[src/rmvs_front.sv]
`default_nettype none
module rmvs_front #(
    parameter int SAMPLE_BITS = 32
) (
    input  wire logic        i_clk,
    input  wire logic        i_rst_n,
    input  wire logic        i_valid,
    output logic             o_ready,
    input  wire logic [31:0] i_sample,
    output logic             o_q_valid,
    input  wire logic        i_q_ready,
    output logic [31:0]      o_q_sample
);
    // two-entry queue of sign-extended samples
    logic [31:0] r_mem [2];
    logic        r_wp, r_rp;
    logic [1:0]  r_cnt;
    logic [31:0] ext;
    logic        push, pop;

    always_comb begin
        ext = 32'($signed(i_sample[SAMPLE_BITS-1:0]));
    end

    assign o_ready    = (r_cnt != 2'd2);
    assign push       = i_valid && o_ready;
    assign o_q_valid  = (r_cnt != 2'd0);
    assign pop        = o_q_valid && i_q_ready;
    assign o_q_sample = r_mem[r_rp];

    always_ff @(posedge i_clk) begin
        if (push) begin
            r_mem[r_wp] <= ext;
        end
        if (!i_rst_n) begin
            r_wp  <= 1'b0;
            r_rp  <= 1'b0;
            r_cnt <= 2'd0;
        end else begin
            if (push) r_wp <= ~r_wp;
            if (pop) r_rp <= ~r_rp;
            r_cnt <= r_cnt + {1'b0, push} - {1'b0, pop};
        end
    end
endmodule
`default_nettype wire

[config.mk]
export PLATFORM = sky130hd
export DESIGN_NAME = rmvs_front
export DESIGN_NICKNAME = d
export VERILOG_FILES = /design/src/rmvs_front.sv
export SDC_FILE = /design/constraint.sdc
export NUM_CORES = 1
export LEC_CHECK = 0
export BUFFER_PORTS_ARGS = -buffer_cell sky130_fd_sc_hd__buf_2
export CORE_MARGIN = 2
export CORE_UTILIZATION = 30
export CTS_BUF_LIST = sky130_fd_sc_hd__clkbuf_4 sky130_fd_sc_hd__clkbuf_8
export CTS_CLUSTER_SIZE = 8
export DETAILED_ROUTE_END_ITERATION = 6
export PLACE_DENSITY = 0.56
export SYNTH_ARGS = -nofsm -noshare
export SYNTH_HDL_FRONTEND = slang
export SYNTH_SLANG_ARGS = --single-unit
[constraint.sdc]
create_clock -name i_clk -period 3.1 [get_ports i_clk]
set_clock_uncertainty 0.1 [all_clocks]
set_input_delay 0.155 -clock i_clk [delete_from_list [all_inputs] [get_ports i_clk]]
set_output_delay 0.155 -clock i_clk [all_outputs]
set_load 0.005 [all_outputs]
==> impl_summary.log, run 1 <==
[metrics] most common cell after layout, fill and taps aside: sky130_fd_sc_hd__buf_2
[metrics] routed via count: 1439
[metrics] Port-buffer cells: 69
[metrics] root buffer selected by CTS: sky130_fd_sc_hd__clkbuf_8
[metrics] ratio of total power to cell area: 748.9 nW/µm²
[metrics] worst hold path stage count: 3
[metrics] power spent charging and discharging nets: 674.1 µW
[metrics] Sw Ratio: 24.26%
[metrics] fmax: 463.8 MHz
[metrics] aggregate routed wire length: 4726 µm
[metrics] synthesized area: 2701 µm²
[metrics] Yosys warnings: 0
[metrics] area of the core: 8721 µm²
[metrics] endpoints failing setup: 0
[metrics] TritonCTS buffer count: 9
[metrics] Worst setup EP type: primary output
[metrics] worst setup timing slack at the placement stage: 1.258 ns
[metrics] fraction of layout cells with a size suffix above 1: 51.67%
[metrics] sequential group share of total power: 45.0%
[metrics] # nets final: 273
[metrics] number of buffers inserted for hold repair after clock tree synthesis: 33
[metrics] PnR worst setup slack: 0.9439 ns
[metrics] effective utilization at floorplan: 30.98%
[metrics] Max clock buf depth: 2
[metrics] largest net degree at the start of global routing: 33
[metrics] commonest cells after routing, fill and taps aside: 69 x sky130_fd_sc_hd__buf_2, 64 x sky130_fd_sc_hd__edfxtp_1, 33 x sky130_fd_sc_hd__dlygate4sd3_1
[metrics] run status: finished, final reports clean
[metrics] category of the most critical setup path: flip-flop to primary output
[metrics] number of instances in the synthesized netlist: 124
[metrics] fraction of power consumed by the clock network: 31.6%
[metrics] clock tree from TritonCTS: yes
[metrics] top-level port count: 70
[metrics] Worst R2R Setup Slack: 1.31 ns
[metrics] row count: 34
[metrics] Final Max Tran Viols: 0
[metrics] Comb power frac: 23.4%
[metrics] count of H-tree levels built during CTS: 3
[metrics] launch point of the worst hold path: i_valid
[metrics] unrepaired setup endpoints after global routing: false
[metrics] mean area per synthesized cell: 21.79 µm²
[metrics] worst ir drop on vdd: 271.6 µV
[metrics] top fanout value on the critical path: 17
[metrics] total power draw: 2778 µW
[metrics] worst-skew pair later-pin latency: 0.33 ns
[metrics] half-perimeter wire length of the detailed placement result: 2889 µm
[metrics] number of hold violations in the final report: 0
[metrics] Register-to-Register Path Depth: 8
[metrics] clock input transition at the sequential cells of the worst setup and hold paths: 0.07 ns
[metrics] setup_tns: 0 ns
[metrics] DRC Markers: 0
[metrics] Worst Max-Slew Pin Slew: 0.8181 ns
[metrics] number of global-route vias before repair: 1540
[metrics] Leak Pwr: 0.001468 µW
[metrics] drt first-iter violations: 54
[metrics] TritonCTS sink count: 69
[metrics] Slew HR: 45.46%
[metrics] share of the clock period used by the worst path after layout: 69.55%
[metrics] Setup crit start kind: flip-flop
[metrics] post-cts sizing count: 0
[metrics] first drt pass iteration count: 3
[metrics] Data arrival, critical path: 1.90 ns
[metrics] weighted congestion at the end of routability-driven global placement: 0.6820
[metrics] sequential fraction of the synthesis area: 74.85%
[metrics] worst reg2reg path startpoint: r_cnt[0]
[metrics] min-delay worst type: primary input to flip-flop
[metrics] synthesized netlist net count: 162
[metrics] initial antenna violation count: 0
[metrics] r2r endpoint: r_cnt[1]
[metrics] die height: 98.89 µm
[metrics] capture endpoint of the worst hold path: r_wp
[metrics] Chip Width: 98.89 µm
[metrics] vias per cell: 4.135
[metrics] maxcap violations: 0
[metrics] number of distinct library cells after synthesis: 18
[metrics] Area growth syn-to-layout: 37.33%
[metrics] data required time of the critical path: 2.84 ns
[metrics] flip-flop and latch count after synthesis: 69
[metrics] total global-route track usage: 10.10%
[metrics] Total Die Area: 9779 µm²
[metrics] post-CTS setup buffers: 0
[metrics] remaining global-route overflow: 0
[metrics] minimum clock period: 2.156 ns
[metrics] wire length of the first global-routing pass: 7369 µm
[metrics] drt wl/cell: 13.58 µm
[metrics] Int Power: 2104 µW
[metrics] Antenna Nets Post-Route: 0
[metrics] Diodes inserted: 0
## flip-flops by register name, indices dropped and copies added (netlist names), named ones only
name / cells
r_cnt: 2
r_mem: 64
r_rp: 1
r_wp: 1
## cell usage after synthesis (all sizes together)
master | count | area (µm²)
and2 | 2 | 12.51
and3 | 1 | 6.260
buf | 4 | 71.32
dfxtp | 5 | 100.1
edfxtp | 64 | 1922
ha | 2 | 25.02
inv | 1 | 3.750
mux2 | 32 | 473.0
mux2i | 1 | 10.01
nand2 | 2 | 7.510
nand2b | 2 | 12.51
nor2 | 1 | 3.750
nor2b | 2 | 12.51
o21a | 1 | 8.760
or2 | 1 | 6.260
xnor2 | 3 | 26.28
## worst max-delay path: stages (launching register included)
cell	delay, ns
sky130_fd_sc_hd__dfxtp_2	0.68
sky130_fd_sc_hd__buf_4	0.41
sky130_fd_sc_hd__mux2_4	0.34
sky130_fd_sc_hd__buf_2	0.13
## cell families (layout without fill, tap and decap cells)
| family | Yosys count | after routing | share of synthesized area, % |
|---|---|---|---|
| AOI/OAI and AO/OA | 1 | 1 | 0.3243 |
| xor gates and xnor gates | 3 | 3 | 0.9729 |
| adders and majority gates | 2 | 2 | 0.9262 |
| buffers and inverters | 5 | 121 | 2.779 |
| DFF | 69 | 69 | 74.85 |
| muxes | 33 | 33 | 17.88 |
| and+or+nand+nor | 11 | 11 | 2.270 |
## area by class of cell
cell class	instances	area, µm²
Inverter	1	3.754
Sequential cell	69	2023
Clock inverter	7	120.1
Multi-Input combinational cell	50	613.1
Clock buffer	9	123.9
Timing Repair Buffer	104	690.7
Tap cell	108	135.1
Fill cell	785	5011
## per-layer routing
| layer | wire length, µm | part of all wire (%) | GRT usage [%] | vias to the layer above |
|---|---|---|---|---|
| li1 | - | - | - | 696 |
| met1 | 1999 | 42 | 11.73 | 696 |
| met2 | 2451 | 52 | 16.63 | 41 |
| met3 | 208 | 4.4 | 2.624 | 6 |
| met4 | 67 | 1.4 | 6.322 | 0 |
| met5 | 0 | 0 | 0 | - |
## power by group through the flow
stage | Sequential [µW] | Clock (µW) | Combinational (µW)
2_1_floorplan | 1230 | 0 | 496
3_3_place_gp | 1270 | 0 | 628
3_5_place_dp | 1270 | 0 | 634
4_1_cts | 1250 | 907 | 668
5_1_grt | 1270 | 942 | 714
6_report | 1250 | 878 | 649
## worst max-delay path by stage
| stage | start | depth (start not counted) | endpoint | slack (ns) |
|---|---|---|---|---|
| 6_report | flip-flop | 3 | o_q_sample[4] | 0.94 |
| 5_1_grt | flip-flop | 3 | o_q_sample[30] | 0.82 |
| 4_1_cts | flip-flop | 3 | o_q_sample[4] | 0.87 |
| 3_5_place_dp | flip-flop | 3 | o_q_sample[4] | 1.26 |
| 3_3_place_gp | flip-flop | 3 | o_q_sample[21] | 1.26 |
| 2_1_floorplan | r_cnt[0] | 3 | r_mem[0][0] | 0.62 |
## per-stage QoR
stage / instances / util [%] / cell area (µm²) / hold WS [ns]
2_1_floorplan: 124 / - / 2701 / 0.1539
3_3_place_gp: 299 / 35.95 / 3136 / 0.2441
3_5_place_dp: 299 / 35.95 / 3136 / 0.2463
4_1_cts: 348 / 42.54 / 3710 / 0.1020
5_1_grt: 348 / 42.54 / 3710 / 0.1271
6_report: 348 / 42.54 / 3710 / 0.1222
Power figures use the tool's default switching activity.
==> run 2, diff against run 1 <==
PLACE_DENSITY = 0.58   (was 0.56)
clock period = 1.9 ns   (was 3.1 ns; I/O delays follow)
==> impl_summary.log, run 2 (same netlist as run 1, synthesis figures left out) <==
[metrics] run status: finished, final reports clean
[metrics] Finished Core Util: 42.25%
[metrics] die height: 98.89 µm
[metrics] count of H-tree levels built during CTS: 3
[metrics] post-route worst hold slack: 0.08716 ns
[metrics] Top delay family on crit path: adder cells
[metrics] Slew HR: 77.68%
[metrics] top fanout value on the critical path: 4
[metrics] root buffer selected by CTS: sky130_fd_sc_hd__clkbuf_8
[metrics] TritonCTS sink count: 69
[metrics] Worst setup EP type: flip-flop
[metrics] share of the clock period used by the worst path after layout: 90.90%
[metrics] cell-by-cell trace of the critical path: nand2b_1 -> nand2_1 -> ha_1 -> inv_1 -> ha_1 -> xnor2_1 -> xnor2_1 -> and2_1
[metrics] minimum clock period: 1.727 ns
[metrics] number of flip-flops in the largest register: 64
[metrics] routed via count: 1414
[metrics] worst reg2reg path startpoint: r_cnt[0]
[metrics] r2r endpoint: r_cnt[1]
[metrics] Largest regs: r_mem (64), r_cnt (2)
[metrics] Area growth syn-to-layout: 36.41%
[metrics] number of hold violations in the final report: 0
[metrics] fraction of layout cells with a size suffix above 1: 51.85%
[metrics] data required time of the critical path: 2.03 ns
[metrics] start point of the critical path: r_cnt[0]
[metrics] Max clock buf depth: 2
[metrics] critical path's largest stage delay: 0.36 ns
[metrics] drt wl/cell: 12.62 µm
[metrics] Setup crit start kind: flip-flop
[metrics] register with the most flip-flops: r_mem
[metrics] Chip Width: 98.89 µm
[metrics] most common cell after layout, fill and taps aside: sky130_fd_sc_hd__buf_2
[metrics] number of buffers inserted for hold repair after clock tree synthesis: 33
[metrics] TritonCTS buffer count: 9
[metrics] first drt pass iteration count: 4
[metrics] ratio of total power to cell area: 1128 nW/µm²
[metrics] unrepaired setup endpoints after global routing: false
[metrics] area of the core: 8721 µm²
[metrics] clock tree from TritonCTS: yes
[metrics] Final Max Tran Viols: 0
[metrics] clock input transition at the sequential cells of the worst setup and hold paths: 0.07 ns
[metrics] weighted congestion at the end of routability-driven global placement: 0.6322
[metrics] Data arrival, critical path: 1.86 ns
[metrics] Worst R2R Setup Slack: 0.17 ns
[metrics] remaining global-route overflow: 0
[metrics] vias per cell: 4.028
[metrics] number of global-route vias before repair: 1521
[metrics] Total Die Area: 9779 µm²
[metrics] row count: 34
[metrics] aggregate routed wire length: 4430 µm
[metrics] fmax: 579.0 MHz
[metrics] Crit-path slowest cell: sky130_fd_sc_hd__dfxtp_1
[metrics] initial antenna violation count: 0
[metrics] post-cts sizing count: 0
[metrics] critical path capture point: r_cnt[1]
[metrics] category of the most critical setup path: flip-flop to flip-flop
[metrics] Leak Pwr: 0.001450 µW
[metrics] Diodes inserted: 0
[metrics] DRC Markers: 0
[metrics] crit path buf inv count: 1
[metrics] maxcap violations: 0
[metrics] Antenna Nets Post-Route: 0
[metrics] min-delay worst type: primary input to flip-flop
[metrics] wire length of the first global-routing pass: 6996 µm
[metrics] effective utilization at floorplan: 30.98%
[metrics] worst-skew pair later-pin latency: 0.34 ns
[metrics] # nets final: 276
[metrics] setup_tns: 0 ns
[metrics] Port-buffer cells: 69
[metrics] top-level port count: 70
[metrics] Worst Max-Slew Pin Slew: 0.3348 ns
[metrics] post-CTS setup buffers: 0
[metrics] Register-to-Register Path Depth: 8
[metrics] endpoints failing setup: 0
[metrics] worst hold path stage count: 4
[metrics] Crit path depth: 8
[metrics] largest net degree at the start of global routing: 33
[metrics] half-perimeter wire length of the detailed placement result: 2758 µm
[metrics] total global-route track usage: 9.638%
[metrics] commonest cells after routing, fill and taps aside: 69 x sky130_fd_sc_hd__buf_2, 64 x sky130_fd_sc_hd__edfxtp_1, 33 x sky130_fd_sc_hd__dlygate4sd3_1
[metrics] drt first-iter violations: 33
[metrics] worst ir drop on vdd: 585.6 µV
run 2: how the worst min path moves through the flow:
stage / startpoint / to / slack [ns]
global placement: i_sample[20] / r_mem[1][20] / 0.18
floorplan: i_sample[0] / r_mem[0][0] / 0.09
CTS: i_q_ready / r_rp / 0.07
detailed placement: i_sample[26] / r_mem[1][26] / 0.19
global route: i_q_ready / flip-flop / 0.10
finish: i_q_ready / r_rp / 0.09
run 2: power breakdown:
part	switching, µW	internal, µW
Sequential	63.7	1910
Combinational	486	680
Clock	532	482
Total	1080	3070
run 2: worst reg2reg max path: cells and delay by family, from the launching register on:
family / cells / cell delay, ns
buffers and inverters: 1 / 0.04
flip-flops: 1 / 0.36
AND/OR/NAND/NOR: 3 / 0.40
adder cells (fa/ha/maj): 2 / 0.46
XOR/XNOR: 2 / 0.28
run 2: layout make-up:
type / instances / area, µm²
clock inverter: 6 / 40.04
clock buffer: 10 / 131.4
multi-input combinational: 50 / 613.1
fill: 799 / 5036
timing repair buffer: 107 / 738.2
sequential: 69 / 2023
tap: 108 / 135.1
inverter: 1 / 3.754
run 2: metrics by stage:
stage / instance area, µm² / power, µW / instances / worst slack (ns)
after floorplan: 2709 / 2812 / 124 / 0.06488
after global placement: 3183 / 3135 / 302 / 0.2750
after detailed placement: 3183 / 3152 / 302 / 0.1876
after CTS: 3685 / 4233 / 351 / 0.1691
after global routing: 3685 / 4412 / 351 / 0.01827
final: 3685 / 4156 / 351 / 0.1728
run 2: per-layer routing:
metal	vias to the layer above	GRT usage [%]	share of wire (%)
met3	8	2.837	4.2
li1	702	-	-
met1	665	10.31	41
met5	-	0	0
met4	0	6.639	2.6
met2	39	16.32	52
==> run 3, diff against run 2 <==
CORE_ASPECT_RATIO = 1.25   (was default)
REMOVE_ABC_BUFFERS = 1   (was default)
==> impl_summary.log, run 3 (same netlist as run 1, synthesis figures left out) <==
[metrics] first drt pass iteration count: 3
[metrics] final design area excluding fillers: 3740 µm²
[metrics] register with the most flip-flops: r_mem
[metrics] Slew HR: 81.35%
[metrics] Area growth syn-to-layout: 38.44%
[metrics] row count: 38
[metrics] Antenna Nets Post-Route: 0
[metrics] Port-buffer cells: 69
[metrics] routed via count: 1474
[metrics] vias per cell: 4.038
[metrics] effective utilization at floorplan: 31.05%
[metrics] top fanout value on the critical path: 4
[metrics] initial antenna violation count: 0
[metrics] Chip Width: 88.88 µm
[metrics] Total Die Area: 9784 µm²
[metrics] half-perimeter wire length of the detailed placement result: 2982 µm
[metrics] cell-by-cell trace of the critical path: o21a_2 -> ha_1 -> inv_1 -> ha_1 -> xnor2_1 -> xnor2_1 -> and2_1
[metrics] min-delay worst type: primary input to flip-flop
[metrics] largest net degree at the start of global routing: 21
[metrics] worst-skew pair later-pin latency: 0.33 ns
[metrics] worst hold path stage count: 4
[metrics] Diodes inserted: 0
[metrics] DRC Markers: 0
[metrics] launch point of the worst hold path: i_valid
[metrics] clock input transition at the sequential cells of the worst setup and hold paths: 0.07 ns
[metrics] remaining global-route overflow: 0
[metrics] wire length of the first global-routing pass: 7038 µm
[metrics] Setup crit start kind: flip-flop
[metrics] category of the most critical setup path: flip-flop to flip-flop
[metrics] Worst R2R Setup Slack: 0.19 ns
[metrics] count of H-tree levels built during CTS: 3
[metrics] fraction of layout cells with a size suffix above 1: 51.84%
[metrics] total global-route track usage: 10.12%
[metrics] data required time of the critical path: 2.03 ns
[metrics] Crit-path slowest cell: sky130_fd_sc_hd__dfxtp_1
[metrics] post-placement cell area: 3201 µm²
[metrics] post-placement cell count: 316
[metrics] post-cts sizing count: 0
[metrics] fmax: 584.8 MHz
[metrics] number of hold violations in the final report: 0
[metrics] capture endpoint of the worst hold path: r_wp
[metrics] Max clock buf depth: 2
[metrics] number of global-route vias before repair: 1515
[metrics] worst ir drop on vdd: 510.2 µV
[metrics] run status: finished, final reports clean
[metrics] gr busiest metal: met2
[metrics] Largest regs: r_mem (64), r_cnt (2)
[metrics] Leak Pwr: 0.001485 µW
[metrics] die height: 110.1 µm
[metrics] maxcap violations: 0
[metrics] clock tree from TritonCTS: yes
[metrics] Worst Max-Slew Pin Slew: 0.2797 ns
[metrics] met1 demand-to-capacity share in global routing: 10.47%
[metrics] weighted congestion at the end of routability-driven global placement: 0.6796
[metrics] critical path's largest stage delay: 0.34 ns
[metrics] met3 Track Usage GR: 3.053%
[metrics] share of the clock period used by the worst path after layout: 90.01%
[metrics] area of the core: 8701 µm²
[metrics] post-CTS setup buffers: 0
[metrics] Finished Core Util: 42.98%
[metrics] root buffer selected by CTS: sky130_fd_sc_hd__clkbuf_8
[metrics] r2r endpoint: r_cnt[1]
[metrics] worst setup timing slack at the placement stage: 0.2030 ns
[metrics] drt wl/cell: 12.70 µm
[metrics] endpoints failing setup: 0
[metrics] TritonCTS sink count: 69
[metrics] PnR worst setup slack: 0.1899 ns
[metrics] aggregate routed wire length: 4635 µm
[metrics] ratio of total power to cell area: 1178 nW/µm²
[metrics] Final Max Tran Viols: 0
[metrics] Worst setup EP type: flip-flop
[metrics] Data arrival, critical path: 1.84 ns
[metrics] unrepaired setup endpoints after global routing: false
[metrics] met2 demand-to-capacity share in global routing: 17.22%
[metrics] drt first-iter violations: 41
[metrics] minimum clock period: 1.710 ns
[metrics] total power draw: 4406 µW
[metrics] post-layout instance count excluding filler cells: 365
[metrics] commonest cells after routing, fill and taps aside: 69 x sky130_fd_sc_hd__buf_2, 64 x sky130_fd_sc_hd__edfxtp_1, 33 x sky130_fd_sc_hd__dlygate4sd3_1
[metrics] most common cell after layout, fill and taps aside: sky130_fd_sc_hd__buf_2
[metrics] number of inserted filler cells in the final layout: 785
[metrics] Register-to-Register Path Depth: 7
[metrics] top-level port count: 70
[metrics] # nets final: 278
[metrics] TritonCTS buffer count: 9
[metrics] worst reg2reg path startpoint: r_cnt[1]
[metrics] number of flip-flops in the largest register: 64
==> run 3: cell count changes in the layout (fill, tap and decap cells not counted) <==
cell,delta
sky130_fd_sc_hd__clkinv_1,+1
sky130_fd_sc_hd__buf_12,-1
sky130_fd_sc_hd__bufinv_16,+2
sky130_fd_sc_hd__clkinv_4,-1
sky130_fd_sc_hd__buf_4,+3
sky130_fd_sc_hd__clkinvlp_4,-3
sky130_fd_sc_hd__clkinv_2,+1
==> run 3: what timing repair did <==
action,4_1_cts,5_1_grt
setup endpoints to repair,0,0
hold endpoints to repair,69,0
hold buffers,33,0
==> run 3: how the worst max path moves through the flow <==
| stage | from | cells past startpoint | to |
|---|---|---|---|
| floorplan | r_cnt[0] | 3 | r_mem[0][0] |
| global route | r_cnt[0] | 8 | r_cnt[1] |
| finish | r_cnt[1] | 7 | r_cnt[1] |
| CTS | r_cnt[1] | 7 | r_cnt[1] |
| detailed placement | r_cnt[1] | 7 | r_cnt[1] |
| global placement | r_cnt[0] | 8 | r_cnt[1] |
==> run 3: worst max-delay path: cells and delay by family, from the launching register on <==
family,cells,cell delay [ns]
flops,1,0.34
fa+ha+maj,2,0.45
xor+xnor,2,0.27
simple gates,1,0.15
compound gates,1,0.25
buf+inv,1,0.04
==> run 3: where the power goes <==
group,leakage (µW),switching [µW],internal [µW]
sequential,0.000640,71.3,1910
combinational,0.000737,487,686
clock,0.000109,509,740
==> run 3: area by class of cell <==
cell class / instances / area, µm² / share of cell area, %
flip-flops and latches: 69 / 2023 / 54.10
repair buffers: 109 / 740.7 / 19.81
multi-input cells: 50 / 613.1 / 16.39
well taps: 120 / 150.1 / 4.015
clock buffers: 10 / 131.4 / 3.513
clock inverters: 6 / 77.57 / 2.074
inverters: 1 / 3.754 / 0.1004
==> run 3: layer usage <==
metal  vias up  wire [µm]  share of wire, %
met3         9        247               5.3
met4         0        104               2.2
met2        44       2397                52
met5         -          0                 0
met1       712       1885                41
li1        709          -                 -
==> run 3: stage by stage <==
step | hold slack, ns | setup TNS, ns
2_1_floorplan | 0.09387 | -18.88
3_3_place_gp | 0.1834 | 0
3_5_place_dp | 0.1863 | 0
4_1_cts | 0.06774 | 0
5_1_grt | 0.09755 | 0
6_report | 0.09245 | 0
